File: src/rtl/core/mfd_pkg.sv
// ----------------------------------------------------------------------------
// mfd_pkg
// Shared types and constants of the motor feedback packet deframer.
// ----------------------------------------------------------------------------
package mfd_pkg;

    // Default sizes handed to the top level
    localparam int FRAME_DEPTH_DEF   = 32;
    localparam int PAYLOAD_LIMIT_DEF = 32;

    // Only frame bytes 0..18 are ever read back, so only those are kept
    localparam int STORE_DEPTH = 19;
    localparam int STORE_IDX_W = $clog2(STORE_DEPTH);

    // Depth of the op queue between front and back
    localparam int QUEUE_DEPTH = 2;

    // Frame byte offsets of the result fields
    localparam int TYPE_OFS = 3;
    localparam int LSPD_OFS = 5;
    localparam int LPOS_OFS = 7;
    localparam int RSPD_OFS = 13;
    localparam int RPOS_OFS = 15;

    // Configuration register indexes
    localparam int REG_IDX_W = 3;
    localparam logic [REG_IDX_W-1:0] REG_HOST_ID     = 3'd0;
    localparam logic [REG_IDX_W-1:0] REG_DRV_NODE_ID = 3'd1;
    localparam logic [REG_IDX_W-1:0] REG_FRONT_ID    = 3'd2;
    localparam logic [REG_IDX_W-1:0] REG_REAR_ID     = 3'd3;
    localparam logic [REG_IDX_W-1:0] REG_MAIN_TYPE   = 3'd4;

    // Configuration reset values
    localparam logic [7:0] HOST_ID_RST     = 8'd184;
    localparam logic [7:0] DRV_NODE_ID_RST = 8'd183;
    localparam logic [7:0] FRONT_ID_RST    = 8'd1;
    localparam logic [7:0] REAR_ID_RST     = 8'd2;
    localparam logic [7:0] MAIN_TYPE_RST   = 8'd193;

    typedef struct packed {
        logic [7:0] host_id;
        logic [7:0] drv_node_id;
        logic [7:0] front_id;
        logic [7:0] rear_id;
        logic [7:0] main_type;
    } mfd_cfg_t;

    // What the back end does with a byte
    typedef enum logic [1:0] {
        OP_DROP        = 2'd0,  // discard, clear sum
        OP_ACCEPT      = 2'd1,  // add to sum, store
        OP_ACCEPT_HUNT = 2'd2,  // store, then clear sum
        OP_CHECK       = 2'd3   // store, test sum, maybe emit, clear sum
    } mfd_kind_t;

    typedef struct packed {
        logic [7:0]             data;
        mfd_kind_t              kind;
        logic                   store_en;
        logic [STORE_IDX_W-1:0] store_idx;
        logic                   drv_ok;
        logic                   which;
    } mfd_op_t;

endpackage

File: src/rtl/core/mfd_front.sv
// ----------------------------------------------------------------------------
// mfd_front
// Frame parser: tracks header, driver, type, length, data and checksum phases
// and turns each received word into one op for the back end.
// ----------------------------------------------------------------------------
module mfd_front #(
    parameter int FRAME_DEPTH   = mfd_pkg::FRAME_DEPTH_DEF,
    parameter int PAYLOAD_LIMIT = mfd_pkg::PAYLOAD_LIMIT_DEF
) (
    input  logic               clk,
    input  logic               rst_n,
    input  mfd_pkg::mfd_cfg_t  cfg,
    input  logic               in_valid,
    output logic               in_ready,
    input  logic [7:0]         in_byte,
    output logic               op_valid,
    input  logic               op_ready,
    output mfd_pkg::mfd_op_t   op
);
    import mfd_pkg::*;

    localparam int CNT_W  = $clog2(FRAME_DEPTH + 1);
    localparam int PCNT_W = $clog2(PAYLOAD_LIMIT + 1);

    typedef enum logic [5:0] {
        PH_HEADER = 6'b000001,
        PH_DRIVER = 6'b000010,
        PH_TYPE   = 6'b000100,
        PH_LENGTH = 6'b001000,
        PH_DATA   = 6'b010000,
        PH_CHECK  = 6'b100000
    } phase_t;

    phase_t              phase_reg, phase_next;
    logic [CNT_W-1:0]    cnt_reg, cnt_next;
    logic [PCNT_W-1:0]   pcnt_reg, pcnt_next;
    logic [7:0]          plen_reg, plen_next;
    logic [7:0]          src_reg, src_next;

    logic [CNT_W-1:0]    cnt_inc;
    logic [PCNT_W-1:0]   pcnt_inc;
    logic                store_ok;
    logic                take;

    assign in_ready = op_ready;
    assign op_valid = in_valid;
    assign take     = in_valid && op_ready;

    assign cnt_inc  = cnt_reg + 1'b1;
    assign pcnt_inc = pcnt_reg + 1'b1;
    assign store_ok = (cnt_reg < CNT_W'(STORE_DEPTH));

    // Phase decode and op build
    always_comb
    begin
        phase_next   = phase_reg;
        cnt_next     = cnt_reg;
        pcnt_next    = pcnt_reg;
        plen_next    = plen_reg;
        src_next     = src_reg;
        op.data      = in_byte;
        op.kind      = OP_DROP;
        op.store_en  = 1'b0;
        op.store_idx = cnt_reg[STORE_IDX_W-1:0];
        op.drv_ok    = 1'b0;
        op.which     = 1'b0;

        if (cnt_reg >= CNT_W'(FRAME_DEPTH))
        begin
            // frame full: word discarded
            phase_next = PH_HEADER;
            cnt_next   = '0;
        end
        else
        begin
            unique case (phase_reg)
                PH_HEADER:
                begin
                    if (in_byte == cfg.host_id || in_byte == cfg.drv_node_id)
                    begin
                        op.kind     = OP_ACCEPT;
                        op.store_en = store_ok;
                        cnt_next    = cnt_inc;
                        if (cnt_inc >= CNT_W'(2))
                            phase_next = PH_DRIVER;
                    end
                    else
                    begin
                        phase_next = PH_HEADER;
                        cnt_next   = '0;
                    end
                end
                PH_DRIVER:
                begin
                    if (in_byte == cfg.front_id || in_byte == cfg.rear_id)
                    begin
                        op.kind     = OP_ACCEPT;
                        op.store_en = store_ok;
                        cnt_next    = cnt_inc;
                        src_next    = in_byte;
                        phase_next  = PH_TYPE;
                    end
                    else
                    begin
                        phase_next = PH_HEADER;
                        cnt_next   = '0;
                    end
                end
                PH_TYPE:
                begin
                    op.kind     = OP_ACCEPT;
                    op.store_en = store_ok;
                    cnt_next    = cnt_inc;
                    phase_next  = PH_LENGTH;
                end
                PH_LENGTH:
                begin
                    op.kind     = OP_ACCEPT;
                    op.store_en = store_ok;
                    cnt_next    = cnt_inc;
                    plen_next   = in_byte;
                    pcnt_next   = '0;
                    phase_next  = PH_DATA;
                end
                PH_DATA:
                begin
                    op.store_en = store_ok;
                    pcnt_next   = pcnt_inc;
                    if (pcnt_inc >= PCNT_W'(PAYLOAD_LIMIT))
                    begin
                        // payload overflow
                        op.kind    = OP_ACCEPT_HUNT;
                        phase_next = PH_HEADER;
                        cnt_next   = '0;
                    end
                    else
                    begin
                        op.kind  = OP_ACCEPT;
                        cnt_next = cnt_inc;
                        if ({{(9 - PCNT_W){1'b0}}, pcnt_inc} >= {1'b0, plen_reg})
                            phase_next = PH_CHECK;
                    end
                end
                PH_CHECK:
                begin
                    op.kind     = OP_CHECK;
                    op.store_en = store_ok;
                    phase_next  = PH_HEADER;
                    cnt_next    = '0;
                    // front wins when both IDs are equal
                    priority if (src_reg == cfg.front_id)
                    begin
                        op.drv_ok = 1'b1;
                        op.which  = 1'b0;
                    end
                    else if (src_reg == cfg.rear_id)
                    begin
                        op.drv_ok = 1'b1;
                        op.which  = 1'b1;
                    end
                end
                default:
                begin
                    phase_next = PH_HEADER;
                    cnt_next   = '0;
                end
            endcase
        end
    end

    // Parser state
    always_ff @(posedge clk or negedge rst_n)
    begin
        if (!rst_n)
        begin
            phase_reg <= PH_HEADER;
            cnt_reg   <= '0;
            pcnt_reg  <= '0;
            plen_reg  <= '0;
            src_reg   <= '0;
        end
        else if (take)
        begin
            phase_reg <= phase_next;
            cnt_reg   <= cnt_next;
            pcnt_reg  <= pcnt_next;
            plen_reg  <= plen_next;
            src_reg   <= src_next;
        end
    end

endmodule

File: src/rtl/core/mfd_queue.sv
// ----------------------------------------------------------------------------
// mfd_queue
// Short op queue that decouples the parser from the result builder.
// ----------------------------------------------------------------------------
module mfd_queue (
    input  logic              clk,
    input  logic              rst_n,
    input  logic              push_valid,
    output logic              push_ready,
    input  mfd_pkg::mfd_op_t  push_data,
    output logic              pop_valid,
    input  logic              pop_ready,
    output mfd_pkg::mfd_op_t  pop_data
);
    import mfd_pkg::*;

    localparam int PTR_W = (QUEUE_DEPTH > 1) ? $clog2(QUEUE_DEPTH) : 1;
    localparam int CNT_W = $clog2(QUEUE_DEPTH + 1);

    mfd_op_t            entry_reg [QUEUE_DEPTH];
    logic [PTR_W-1:0]   wr_ptr_reg, wr_ptr_next;
    logic [PTR_W-1:0]   rd_ptr_reg, rd_ptr_next;
    logic [CNT_W-1:0]   count_reg, count_next;
    logic               push, pop;

    assign push_ready = (count_reg != CNT_W'(QUEUE_DEPTH));
    assign pop_valid  = (count_reg != '0);
    assign pop_data   = entry_reg[rd_ptr_reg];
    assign push       = push_valid && push_ready;
    assign pop        = pop_valid && pop_ready;

    // Pointer and fill update
    always_comb
    begin
        wr_ptr_next = wr_ptr_reg;
        rd_ptr_next = rd_ptr_reg;
        count_next  = count_reg;
        if (push)
            wr_ptr_next = (wr_ptr_reg == PTR_W'(QUEUE_DEPTH - 1)) ? '0 : wr_ptr_reg + 1'b1;
        if (pop)
            rd_ptr_next = (rd_ptr_reg == PTR_W'(QUEUE_DEPTH - 1)) ? '0 : rd_ptr_reg + 1'b1;
        if (push && !pop)
            count_next = count_reg + 1'b1;
        else if (pop && !push)
            count_next = count_reg - 1'b1;
    end

    always_ff @(posedge clk or negedge rst_n)
    begin
        if (!rst_n)
        begin
            wr_ptr_reg <= '0;
            rd_ptr_reg <= '0;
            count_reg  <= '0;
        end
        else
        begin
            wr_ptr_reg <= wr_ptr_next;
            rd_ptr_reg <= rd_ptr_next;
            count_reg  <= count_next;
        end
    end

    // Entry storage
    always_ff @(posedge clk)
    begin
        if (push)
            entry_reg[wr_ptr_reg] <= push_data;
    end

endmodule

File: src/rtl/core/mfd_back.sv
// ----------------------------------------------------------------------------
// mfd_back
// Result builder: keeps the running checksum and the frame bytes, and
// loads the output register when a good feedback frame completes.
// ----------------------------------------------------------------------------
module mfd_back (
    input  logic               clk,
    input  logic               rst_n,
    input  mfd_pkg::mfd_cfg_t  cfg,
    input  logic               op_valid,
    output logic               op_ready,
    input  mfd_pkg::mfd_op_t   op,
    output logic               out_valid,
    input  logic               out_ready,
    output logic               which_driver,
    output logic signed [15:0] left_speed_rpm,
    output logic signed [31:0] left_position_ticks,
    output logic signed [15:0] right_speed_rpm,
    output logic signed [31:0] right_position_ticks
);
    import mfd_pkg::*;

    logic [7:0]          sum_reg, sum_next;
    logic [7:0]          store_reg [STORE_DEPTH];
    logic [7:0]          view [STORE_DEPTH];
    logic [7:0]          sum_add;
    logic                out_valid_reg, out_valid_next;
    logic                which_reg;
    logic signed [15:0]  lspd_reg, rspd_reg;
    logic signed [31:0]  lpos_reg, rpos_reg;
    logic                pop, good, load;

    // A check word waits while an unread result sits in the output register
    assign op_ready = (op.kind != OP_CHECK) || !out_valid_reg || out_ready;
    assign pop      = op_valid && op_ready;
    assign sum_add  = sum_reg + op.data;

    // Store contents with the word being written folded in
    always_comb
    begin
        for (int i = 0; i < STORE_DEPTH; i++)
            view[i] = (op.store_en && op.store_idx == STORE_IDX_W'(i)) ? op.data
                                                                        : store_reg[i];
    end

    assign good = (op.kind == OP_CHECK) && (sum_add == 8'd0) && op.drv_ok
               && (view[TYPE_OFS] == cfg.main_type);
    assign load = pop && good;

    // Checksum
    always_comb
    begin
        sum_next = sum_reg;
        if (pop)
        begin
            unique case (op.kind)
                OP_ACCEPT:      sum_next = sum_add;
                OP_DROP,
                OP_ACCEPT_HUNT,
                OP_CHECK:       sum_next = 8'd0;
                default:        sum_next = 8'd0;
            endcase
        end
    end

    // Output valid
    always_comb
    begin
        out_valid_next = out_valid_reg;
        if (load)
            out_valid_next = 1'b1;
        else if (out_ready)
            out_valid_next = 1'b0;
    end

    always_ff @(posedge clk or negedge rst_n)
    begin
        if (!rst_n)
        begin
            sum_reg       <= '0;
            out_valid_reg <= 1'b0;
            for (int i = 0; i < STORE_DEPTH; i++)
                store_reg[i] <= '0;
        end
        else
        begin
            sum_reg       <= sum_next;
            out_valid_reg <= out_valid_next;
            if (pop && op.store_en)
                store_reg[op.store_idx] <= op.data;
        end
    end

    // Result payload
    always_ff @(posedge clk)
    begin
        if (load)
        begin
            which_reg <= op.which;
            lspd_reg  <= {view[LSPD_OFS + 1], view[LSPD_OFS]};
            lpos_reg  <= {view[LPOS_OFS + 3], view[LPOS_OFS + 2],
                          view[LPOS_OFS + 1], view[LPOS_OFS]};
            rspd_reg  <= {view[RSPD_OFS + 1], view[RSPD_OFS]};
            rpos_reg  <= {view[RPOS_OFS + 3], view[RPOS_OFS + 2],
                          view[RPOS_OFS + 1], view[RPOS_OFS]};
        end
    end

    assign out_valid            = out_valid_reg;
    assign which_driver         = which_reg;
    assign left_speed_rpm       = lspd_reg;
    assign left_position_ticks  = lpos_reg;
    assign right_speed_rpm      = rspd_reg;
    assign right_position_ticks = rpos_reg;

`ifndef SYNTHESIS
    // a result is never loaded over one that is still waiting
    a_no_overwrite: assert property (@(posedge clk) disable iff (!rst_n)
        load |-> (!out_valid_reg || out_ready))
        else $error("result overwritten while output stalled");

    // every frame end or drop leaves a clean checksum
    a_sum_cleared: assert property (@(posedge clk) disable iff (!rst_n)
        (pop && op.kind != OP_ACCEPT) |=> (sum_reg == 8'd0))
        else $error("checksum not cleared after frame end");

    // a good check word always shows a result next cycle
    a_load_shows: assert property (@(posedge clk) disable iff (!rst_n)
        load |=> out_valid_reg)
        else $error("good frame produced no result");
`endif

endmodule

File: src/rtl/core/motor_feedback_packet_deframer_core.sv
// ----------------------------------------------------------------------------
// motor_feedback_packet_deframer_core
// Deframes motor driver feedback packets from a received byte stream and
// reports speed and encoder position per driver.
//
//   channel   dir  fields
//   s_axis    in   tdata[7:0] rx_byte
//   m_axis    out  tuser[0] which_driver; tdata left_speed_rpm, left_position_ticks,
//                  right_speed_rpm, right_position_ticks
//   cfg       in   cfg_we / cfg_index / cfg_data, write only
//
// One word per cycle is taken while s_axis_tready is high; the parser does one
// compare-and-count step per word. The checksum word passes through the op queue,
// and a good frame then loads the output register that drives m_axis_tvalid.
// s_axis_tready drops only when the two-entry op queue fills, which happens
// when a finished frame waits behind an unread result in the output register.
// Reset loads the default IDs and zeroes the frame bytes at once.
// ----------------------------------------------------------------------------
module motor_feedback_packet_deframer_core #(
    parameter int FRAME_DEPTH   = mfd_pkg::FRAME_DEPTH_DEF,
    parameter int PAYLOAD_LIMIT = mfd_pkg::PAYLOAD_LIMIT_DEF
) (
    input  logic                          clk,
    input  logic                          rst_n,
    // configuration
    input  logic                          cfg_we,
    input  logic [mfd_pkg::REG_IDX_W-1:0] cfg_index,
    input  logic [7:0]                    cfg_data,
    // received bytes
    input  logic                          s_axis_tvalid,
    output logic                          s_axis_tready,
    input  logic [7:0]                    s_axis_tdata,   // [7:0] rx_byte
    // feedback results
    output logic                          m_axis_tvalid,
    input  logic                          m_axis_tready,
    // [15:0] left_speed_rpm, [47:16] left_position_ticks,
    // [63:48] right_speed_rpm, [95:64] right_position_ticks
    output logic [95:0]                   m_axis_tdata,
    output logic [0:0]                    m_axis_tuser    // [0] which_driver
);
    import mfd_pkg::*;

    mfd_cfg_t           cfg_reg, cfg_next;
    logic               op_in_valid, op_in_ready;
    mfd_op_t            op_in;
    logic               op_out_valid, op_out_ready;
    mfd_op_t            op_out;
    logic               which;
    logic signed [15:0] lspd, rspd;
    logic signed [31:0] lpos, rpos;

    // Configuration registers
    always_comb
    begin
        cfg_next = cfg_reg;
        if (cfg_we)
        begin
            unique case (cfg_index)
                REG_HOST_ID:     cfg_next.host_id     = cfg_data;
                REG_DRV_NODE_ID: cfg_next.drv_node_id = cfg_data;
                REG_FRONT_ID:    cfg_next.front_id    = cfg_data;
                REG_REAR_ID:     cfg_next.rear_id     = cfg_data;
                REG_MAIN_TYPE:   cfg_next.main_type   = cfg_data;
                default:         cfg_next = cfg_reg;
            endcase
        end
    end

    always_ff @(posedge clk or negedge rst_n)
    begin
        if (!rst_n)
        begin
            cfg_reg.host_id     <= HOST_ID_RST;
            cfg_reg.drv_node_id <= DRV_NODE_ID_RST;
            cfg_reg.front_id    <= FRONT_ID_RST;
            cfg_reg.rear_id     <= REAR_ID_RST;
            cfg_reg.main_type   <= MAIN_TYPE_RST;
        end
        else
        begin
            cfg_reg <= cfg_next;
        end
    end

    // Parser
    mfd_front #(
        .FRAME_DEPTH   (FRAME_DEPTH),
        .PAYLOAD_LIMIT (PAYLOAD_LIMIT)
    ) u_front (
        .clk      (clk),
        .rst_n    (rst_n),
        .cfg      (cfg_reg),
        .in_valid (s_axis_tvalid),
        .in_ready (s_axis_tready),
        .in_byte  (s_axis_tdata),
        .op_valid (op_in_valid),
        .op_ready (op_in_ready),
        .op       (op_in)
    );

    // Op queue
    mfd_queue u_queue (
        .clk        (clk),
        .rst_n      (rst_n),
        .push_valid (op_in_valid),
        .push_ready (op_in_ready),
        .push_data  (op_in),
        .pop_valid  (op_out_valid),
        .pop_ready  (op_out_ready),
        .pop_data   (op_out)
    );

    // Result builder
    mfd_back u_back (
        .clk                  (clk),
        .rst_n                (rst_n),
        .cfg                  (cfg_reg),
        .op_valid             (op_out_valid),
        .op_ready             (op_out_ready),
        .op                   (op_out),
        .out_valid            (m_axis_tvalid),
        .out_ready            (m_axis_tready),
        .which_driver         (which),
        .left_speed_rpm       (lspd),
        .left_position_ticks  (lpos),
        .right_speed_rpm      (rspd),
        .right_position_ticks (rpos)
    );

    assign m_axis_tdata = {rpos, rspd, lpos, lspd};
    assign m_axis_tuser = which;

endmodule

File: config.mk
export PLATFORM = sky130hd
export DESIGN_NAME = motor_feedback_packet_deframer_core
export DESIGN_NICKNAME = d
export VERILOG_FILES = /design/src/rtl/core/mfd_pkg.sv /design/src/rtl/core/mfd_front.sv /design/src/rtl/core/mfd_queue.sv /design/src/rtl/core/mfd_back.sv /design/src/rtl/core/motor_feedback_packet_deframer_core.sv
export SDC_FILE = /design/constraint.sdc
export NUM_CORES = 1
export LEC_CHECK = 0
export BUFFER_PORTS_ARGS = -buffer_cell sky130_fd_sc_hd__clkbuf_2
export CAP_MARGIN = 30
export CORE_MARGIN = 2
export CORE_UTILIZATION = 50
export CTS_CLUSTER_DIAMETER = 30
export CTS_CLUSTER_SIZE = 8
export DETAILED_ROUTE_END_ITERATION = 16
export GPL_TIMING_DRIVEN = 0
export PLACE_DENSITY = 0.69
export SLEW_MARGIN = 0
export SYNTH_ARGS = -nofsm -noshare
export SYNTH_HDL_FRONTEND = slang
export SYNTH_SLANG_ARGS = --single-unit
File: constraint.sdc
create_clock -name clk -period 10.35 [get_ports clk]
set_clock_uncertainty 0.05 [all_clocks]
set_input_delay 2.07 -clock clk [delete_from_list [all_inputs] [get_ports clk]]
set_output_delay 2.07 -clock clk [all_outputs]
set_load 0.03 [all_outputs]
* Word-level counts from Yosys, hierarchy flattened
Memories as Yosys holds them, arrays and structs flattened.
Cells that the tools add are included.
** Storage, ports and cells
- Output and inout bits :: 99
- Input port bits :: 24
- Memories :: 1
- Register bits after elaboration :: 336
- Logic and storage cells :: 188
- Bits in writable memories :: 36
** Memory list
- u_queue.entry_reg :: words 2, bits a word 18, read ports 1, clocked after Yosys merged registers in 0, wr ports 1, RTL line mfd_queue.sv:20 : mfd_op_t entry_reg [QUEUE_DEPTH];
** Operators by class
- Equal/unequal tests :: 37
- Order comparisons :: 7
- Add/sub/neg operators :: 7
- Reduce and logical (&&, ||, !) cells :: 48
- Bitwise logic cells :: 2
- Mux-type cells :: 47
** Operator list (number)
- bitwise mux 152 bit :: 1
- 2-to-1 mux 8 bit :: 14
- == test 8 bit :: 7
- 2-to-1 mux 6 bit :: 9
- demux 8 bit (select 5 bit) :: 1
- == test 5 x 4 -> 1 bit, second input constant :: 6
- one-hot mux 6 bit (5 select lines) :: 1
- one-hot mux 6 bit (4 select lines) :: 1
- logical AND 1 bit :: 23
- >= comparator 6 bit, second input constant :: 3
- 2-to-1 mux 2 bit :: 9
- one-hot mux 8 bit (2 select lines) :: 1
- == test 5 x 3 -> 1 bit, second input constant :: 3
- == test 5 bit, second input constant :: 3
- one-hot mux 3 bit (5 select lines) :: 1
- adder 6 x 1 -> 6 bit, second input constant :: 2
- one-hot mux 6 bit (2 select lines) :: 1
- AND reduction 2 bit :: 5
- AND reduction 3 bit :: 3
- adder 8 bit :: 1
- >= comparator 6 x 8 -> 1 bit :: 1
- logical NOT 8 bit :: 1
- nonzero test 2 bit :: 4
- == test 3 x 2 -> 1 bit, second input constant :: 2
- 31 further kinds :: 45

* Depth between registers and ports, before layout
Gate-level depths: netlist of run 1.
An unclocked memory read counts as a cell.
- Depth in word-level cells :: 8
- Mapped depth :: 14
- Gate-level depth less buffers :: 11

* Modules after synthesis
A second synthesis of run 1 with hierarchy kept.
** Unflattened totals
- Cells, all modules :: 1003
- Area total of the unflattened synthesis :: 14775.4 sq um
** Modules (own cells, without submodules)
- mfd_back :: cells an instance 565, area each 9071.2 sq um, sequential area each 5740.5 sq um, times used 1
- mfd_front :: cells an instance 276, area each 2613.8 sq um, sequential area each 852.1 sq um, times used 1
- motor_feedback_packet_deframer_core :: cells an instance 88, area each 1547.7 sq um, sequential area each 1019.7 sq um, times used 1
- mfd_queue :: cells an instance 74, area each 1542.7 sq um, sequential area each 1181.1 sq um, times used 1

* Least setup slack after synthesis of run 1
No wires, ideal clock.
- Path kind :: input to register
- From :: input m_axis_tready
- To :: register u_back.lpos_reg[0] (netlist: u_back.left_position_ticks[0]) (enable)
- Buffers on the path :: 0
- Stages :: 6
- Arrival :: 8.815 ns
- Required time :: 9.693 ns
- Path slack :: 0.878 ns
- Library setup time :: 0.607 ns
- Path through :: nor2b_1 or4_1 or4_1 a2111oi_2 o2111ai_1 nor4_2
** On the way
- Cells in the longest elaborated chain, start to end :: 3
** Ends and longest elaborated chain
- from (decl) :: RTL line motor_feedback_packet_deframer_core.sv:35 : input logic m_axis_tready,
- logical OR 1 bit :: RTL line mfd_back.sv:34 : assign op_ready = (op.kind != OP_CHECK) || !out_valid_reg || out_ready;
- logical AND 1 bit :: RTL line mfd_back.sv:35 : assign pop = op_valid && op_ready;
- logical AND 1 bit :: RTL line mfd_back.sv:48 : assign load = pop && good;
- net u_back.load :: RTL line mfd_back.sv:31 : logic pop, good, load;
- to (signal assigned) :: RTL line mfd_back.sv:101 : lpos_reg <= {view[LPOS_OFS + 3], view[LPOS_OFS + 2],
- to (decl) :: RTL line mfd_back.sv:30 : logic signed [31:0] lpos_reg, rpos_reg;
The timed path passes the listed nets, and every way through them passes these cells.
A chain may end at the register's enable or synchronous reset.

==> results.json, run 1 <==
{
  "reg2reg_setup_slack_ns": 4.37,
  "run_status": "finished, final reports clean",
  "number_of_endpoints_failing_setup_at_the_final_stage": 0,
  "layout.cells.most_common": "nor2_1",
  "cts_num_sinks": 324,
  "crit_slowest_cell": "nor4_4",
  "io_pins": 123,
  "irDropWorstVdd_uv": 148.8,
  "route.detailed.drc": 0,
  "largest_register_ffs": 104,
  "insertion_delay_ns": 0.58,
  "critical_path.max_stage_delay_ns": 0.84,
  "die_area_um2": 29310,
  "power_density_nw_per_um2": 291.4,
  "fin_crit_ns": 5.979,
  "postSynthAreaPerCell_um2": 11.36,
  "synth_largest_type_area_fraction_pct": 31.33,
  "cts_root_buffer": "clkbuf_16",
  "die-width_um": 171.2,
  "drtIter0Drc": 887,
  "layout_common_cells": "195 x nor2_1, 176 x a21oi_1, 175 x dfrtp_1",
  "number_of_buffers_inserted_by_post_cts_setup_repair": 0,
  "layout-drive-gt1-share_pct": 21.94,
  "antenna-diode-count": 0,
  "grt_max_degree": 77,
  "yosys.cell_types.count": 62,
  "p_leak_nw": 7.355,
  "netlist_area_um2": 13980,
  "die_height_um": 171.2,
  "dpl_worst_slack_ns": 4.445,
  "cap_violations": 0,
  "synth.yosys.warnings": 0,
  "max_clk_rate_mhz": 167.2,
  "detail_route.wl_per_cell_um": 17.79,
  "yosys-top-cells-area": "dfrtp_1 31%, edfxtp_1 29%, a21oi_1 6.3%, nor2_1 5.3%, mux2_2 4.8%",
  "yosysSeqAreaShare_pct": 62.91,
  "critical_path_buf_inv_count": 8,
  "worstPathRequired_ns": 10.58,
  "utilization_pct": 63.18,
  "critical-path-top-delay-family": "buffers and inverters",
  "area_growth_pct": 24.87,
  "ys_ff_latch": 324,
  "post-dp-hpwl_mm": 22.07,
  "gp_congestion": 0.8371,
  "crit_fanout": 18,
  "count_of_flip_flops_with_a_built_in_enable_after_synthesis": 133,
  "hold_path.class": "register to register",
  "cpMostUsedCell": "buf_6",
  "routed_wl_mm": 33.16,
  "period_share_pct": 57.77,
  "met3RoutedLength_mm": 2.274,
  "cts_hold_repair.buffers": 0,
  "worst_pin_slew_ns": 1.021,
  "crit_chain": "buf_4 -> buf_4 -> buf_2 -> mux2i_1 -> clkbuf_1 -> inv_1 -> ha_1 -> xor2_1 -> or4_1 -> a2111oi_2 -> o2111ai_1 -> nor4_4 -> buf_6 -> buf_6 -> buf_6",
  "drt_pass1_iterations": 7,
  "tritoncts": "built",
  "async_flop_share_pct": 58.95,
  "vias_in_the_first_global_route": 9690,
  "grt_first_pass_wirelength_mm": 52.59,
  "cts_inserted_buffers": 61,
  "timing.final.max_slew_violations": 0,
  "vias": 10140,
  "timing.slew.headroom_pct": 31.29,
  "viasPerCell": 5.440,
  "finalHoldViolations": 0,
  "wire_length_on_met2_mm": 15.86,
  "highest-signal-layer": "met4",
  "worst-endpoint-arrival_ns": 6.21,
  "route.layer.met1.wl_mm": 14.47,
  "endpoint_kind": "register",
  "number_of_nets_still_failing_antenna_checks_after_routing": 0,
  "dominantRegCellSynth": "dfrtp_1",
  "clock_edge_transition_at_the_registers_on_the_reported_setup_and_hold_paths_ns": 0.05,
  "ctsHtreeMaxLevel": 2,
  "globalRouteTotalUtil_pct": 23.12,
  "placeableCoreArea_um2": 27630,
  "global_route.overflow_total": 0,
  "start_util_pct": 50.59,
  "row_count": 61,
  "cts-root-to-sink-buffers": 3,
  "postCtsResizedCells": 0,
  "area_leader_netlist": "dfrtp_1",
  "synth_fp_nets": 1273,
  "postLayoutSetupSlackWorst_ns": 4.371,
  "crit_type": "register to register",
  "worst_setup_sp_type": "register",
  "antenna_violations_before_repair": 0,
  "syn_inst": 1230,
  "fin_nets": 1476,
  "rsz0062_at_grt": "no",
  "io_buffer_count": 122
}
cells by family (layout without fill, tap and decap cells):
group | after synthesis | in the layout | share of synthesized area [%]
DFF | 324 | 324 | 62.91
and+or+nand+nor | 371 | 371 | 11.76
AOI/OAI and AO/OA | 276 | 276 | 10.90
adders and majority gates | 19 | 19 | 1.754
xor gates and xnor gates | 65 | 65 | 4.073
buffers and inverters | 102 | 358 | 2.819
muxes | 73 | 73 | 5.782
tightest hold or removal path: cells and delay by family, from the launching register on:
kind | cells | cell delay (ns)
and+or+nand+nor | 1 | 0.05
AOI/OAI and AO/OA | 1 | 0.06
DFF | 1 | 0.35
layer usage:
layer	global-route usage, %	vias up
met3	4.027	51
met1	31.81	4914
met2	38.39	408
li1	-	4767
met4	5.895	0
met5	0	-
synth_stat cells (3+ instances only):
cell type / n
o22ai_1: 8
dfstp_2: 16
xor2_1: 23
dfrtp_1: 175
xnor2_1: 42
nand4_1: 14
mux2i_1: 13
a32oi_1: 3
mux2_2: 59
or3_1: 3
nor3_1: 16
nand3_1: 18
and3_1: 4
ha_1: 18
edfxtp_1: 133
nand2_1: 72
nor4_1: 9
inv_1: 33
nor2b_1: 6
o21ai_0: 57
a211oi_1: 3
nand2b_1: 10
clkbuf_1: 63
a21oi_1: 176
nand4b_1: 3
or4_1: 3
nor2_1: 197
a22o_1: 7
buf_2: 3
metrics by stage:
| stage | power (mW) | TNS, ns | hold slack (ns) | cell area (µm²) | cells |
|---|---|---|---|---|---|
| 5_1_grt | 5.349 | 0 | 0.4689 | 17460 | 1864 |
| 3_3_place_gp | 3.005 | -216.59 | 0.4342 | 15060 | 1730 |
| 4_1_cts | 5.101 | 0 | 0.4557 | 17450 | 1863 |
| 2_1_floorplan | 2.664 | 0 | 0.4192 | 13980 | 1230 |
| 6_report | 5.087 | 0 | 0.4493 | 17460 | 1864 |
| 3_5_place_dp | 3.074 | 0 | 0.4450 | 15290 | 1747 |
where the power goes:
group	switching, mW	internal [mW]	leakage [nW]
Combinational	0.763	0.439	2.69
Clock	0.639	1.36	1.04
Sequential	0.177	1.71	3.62
final timing paths:
check	start	to	depth (start not counted)
max in group asynchronous	rst_n	cfg_reg[37]	3
min in group asynchronous	rst_n	cfg_reg[13]	1
setup reg to reg	u_queue.rd_ptr_reg	u_back.right_position_ticks[7]	15
hold / removal	u_front.pcnt_reg[5]	u_front.pcnt_reg[5]	2
setup / recovery	u_queue.rd_ptr_reg	u_back.right_position_ticks[7]	15
hold reg to reg	u_front.pcnt_reg[5]	u_front.pcnt_reg[5]	2
area by class of cell:
cell class,instances,area (µm²)
Multi-Input combinational cell,804,4811
Fill cell,2145,10170
Timing Repair Buffer,140,820.8
Sequential cell,324,8793
Clock inverter,19,286.5
Tap cell,378,473.0
Inverter,34,127.6
Clock buffer,97,1877
Buffer,68,266.5
Power figures use the tool's default switching activity.
==> run 2: changes to the inputs <==
PLACE_DENSITY = 0.71   (was 0.69)
clock period = 5.1 ns   (was 10.35 ns; I/O delays follow)
==> run 2 against run 1 <==
Effect of this change: wire length shrank 1.6%; non-clock buffer count shrank 2; total power is 100% higher; combinational power increased by 110%; critical path depth unchanged; clock-buffer cell count fell by 5; design area increased by 0.12%; first-iteration DRC count fell by 4.8%; core utilization rose by 0.077 points; global-route usage shrank 0.21 points; via count decreased by 1.2%; critical path type unchanged; largest cell class unchanged; largest power group unchanged.
==> results.json, run 2 (same netlist as run 1, synthesis figures left out) <==
{
  "worstPathRequired_ns": 5.32,
  "placeableCoreArea_um2": 27630,
  "crit_fanout": 18,
  "antenna_violations_before_repair": 1,
  "area_growth_pct": 25.03,
  "io_buffer_count": 122,
  "largest_register_ffs": 104,
  "timing.slew.headroom_pct": 31.64,
  "die_area_um2": 29310,
  "critical-path-top-delay-family": "buffers and inverters",
  "worst-endpoint-arrival_ns": 5.11,
  "cts_num_sinks": 324,
  "worst_pin_slew_ns": 1.016,
  "number_of_nets_still_failing_antenna_checks_after_routing": 0,
  "cts_inserted_buffers": 61,
  "max_clk_rate_mhz": 204.6,
  "hold_path.class": "primary input to asynchronous set/reset pin",
  "clock_edge_transition_at_the_registers_on_the_reported_setup_and_hold_paths_ns": 0.05,
  "critical_path.max_stage_delay_ns": 0.54,
  "fin_crit_ns": 4.889,
  "globalRouteTotalUtil_pct": 22.91,
  "global_route.overflow_total": 0,
  "rsz0062_at_grt": "no",
  "cpMostUsedCell": "buf_6",
  "layout-drive-gt1-share_pct": 22.24,
  "crit_slowest_cell": "mux2i_4",
  "viasPerCell": 5.381,
  "cts_root_buffer": "clkbuf_16",
  "antenna-diode-count": 0,
  "vias_in_the_first_global_route": 9920,
  "row_count": 61,
  "power_density_nw_per_um2": 590.1,
  "ctsHtreeMaxLevel": 2,
  "finalHoldViolations": 0,
  "insertion_delay_ns": 0.59,
  "die_height_um": 171.2,
  "drtIter0Drc": 844,
  "period_share_pct": 95.86,
  "cap_violations": 0,
  "tritoncts": "built",
  "run_status": "finished, final reports clean",
  "drt_pass1_iterations": 5,
  "power_mw": 10.31,
  "grt_first_pass_wirelength_mm": 52.56,
  "numPlacedInstances": 1743,
  "routed_wl_mm": 32.61,
  "setup_total_negative_slack_ns": 0,
  "critical_path_buf_inv_count": 8,
  "grt_max_degree": 104,
  "gp_congestion": 0.8269,
  "vias": 10020,
  "endpoint_kind": "register",
  "fin_nets": 1474,
  "start_util_pct": 50.59,
  "p_leak_nw": 7.327,
  "crit_chain": "buf_6 -> buf_8 -> buf_8 -> mux2i_4 -> clkbuf_2 -> inv_1 -> ha_1 -> xor2_1 -> or4_1 -> a2111oi_2 -> o2111ai_2 -> nor4_4 -> buf_4 -> buf_6 -> buf_6",
  "die-width_um": 171.2,
  "irDropWorstVdd_uv": 344.0,
  "fin_cells": 1862,
  "timing.final.max_slew_violations": 0,
  "crit_type": "register to register",
  "io_pins": 123,
  "layout_common_cells": "195 x nor2_1, 176 x a21oi_1, 175 x dfrtp_1",
  "layout.cells.most_common": "nor2_1",
  "cts-root-to-sink-buffers": 3,
  "detail_route.wl_per_cell_um": 17.51,
  "number_of_endpoints_failing_setup_at_the_final_stage": 0,
  "worst_setup_sp_type": "register",
  "post-dp-hpwl_mm": 21.57,
  "filler_cell_count": 2135,
  "route.detailed.drc": 0
}
-- run 2: metrics by stage --
step	util (%)	worst slack (ns)	cell area, µm²	hold slack [ns]
final	63.26	0.2112	17480	0.4199
after global routing	63.26	0.01878	17480	0.4818
after floorplan	-	-1.389	14060	0.4192
after global placement	54.80	-3.433	15140	0.4333
after detailed placement	55.38	-0.6282	15300	0.4410
after CTS	63.21	0.002638	17470	0.4508
-- run 2: what timing repair did --
action / CTS / global route
endpoints found under the setup margin: 97 / 72
gates resized for setup: 1 / 5
pin swaps: 1 / 0
buffers inserted: 3 / 0
hold buffers: 0 / 0
-- run 2: cell type report --
type	count	area, µm²	area share [%]
Clock inverter	24	345.3	1.976
Buffer	68	290.3	1.661
Tap cell	378	473.0	2.706
Timing Repair Buffer	138	784.5	4.489
Sequential cell	324	8793	50.31
Inverter	34	127.6	0.7302
Multi-Input combinational cell	804	4876	27.90
Clock buffer	92	1787	10.22
-- run 2: layer usage --
layer	vias up	wire length, µm	GRT usage, %
met1	4864	14500	31.47
met5	-	12	0
met4	2	604	7.259
li1	4755	-	-
met2	339	15600	37.24
met3	59	1897	4.234
-- run 2: power by group --
| group | leakage (nW) | total, mW | switching, mW | internal, mW |
|---|---|---|---|---|
| Combinational | 2.68 | 2.46 | 1.54 | 0.917 |
| Sequential | 3.62 | 3.83 | 0.366 | 3.46 |
| Clock | 1.02 | 4.03 | 1.31 | 2.72 |
-- run 2: final timing paths --
path	slack (ns)	from	to	cells past startpoint
max in group asynchronous	3.57	rst_n	cfg_reg[39]	2
min in group clk	0.45	u_front.pcnt_reg[5]	u_front.pcnt_reg[5]	2
worst min register to register	0.45	u_front.pcnt_reg[5]	u_front.pcnt_reg[5]	2
worst max-delay path	0.21	u_queue.rd_ptr_reg	u_back.which_driver	15
worst max register to register	0.21	u_queue.rd_ptr_reg	u_back.which_driver	15
worst min-delay path	0.42	rst_n	u_back.store_reg[16]	1
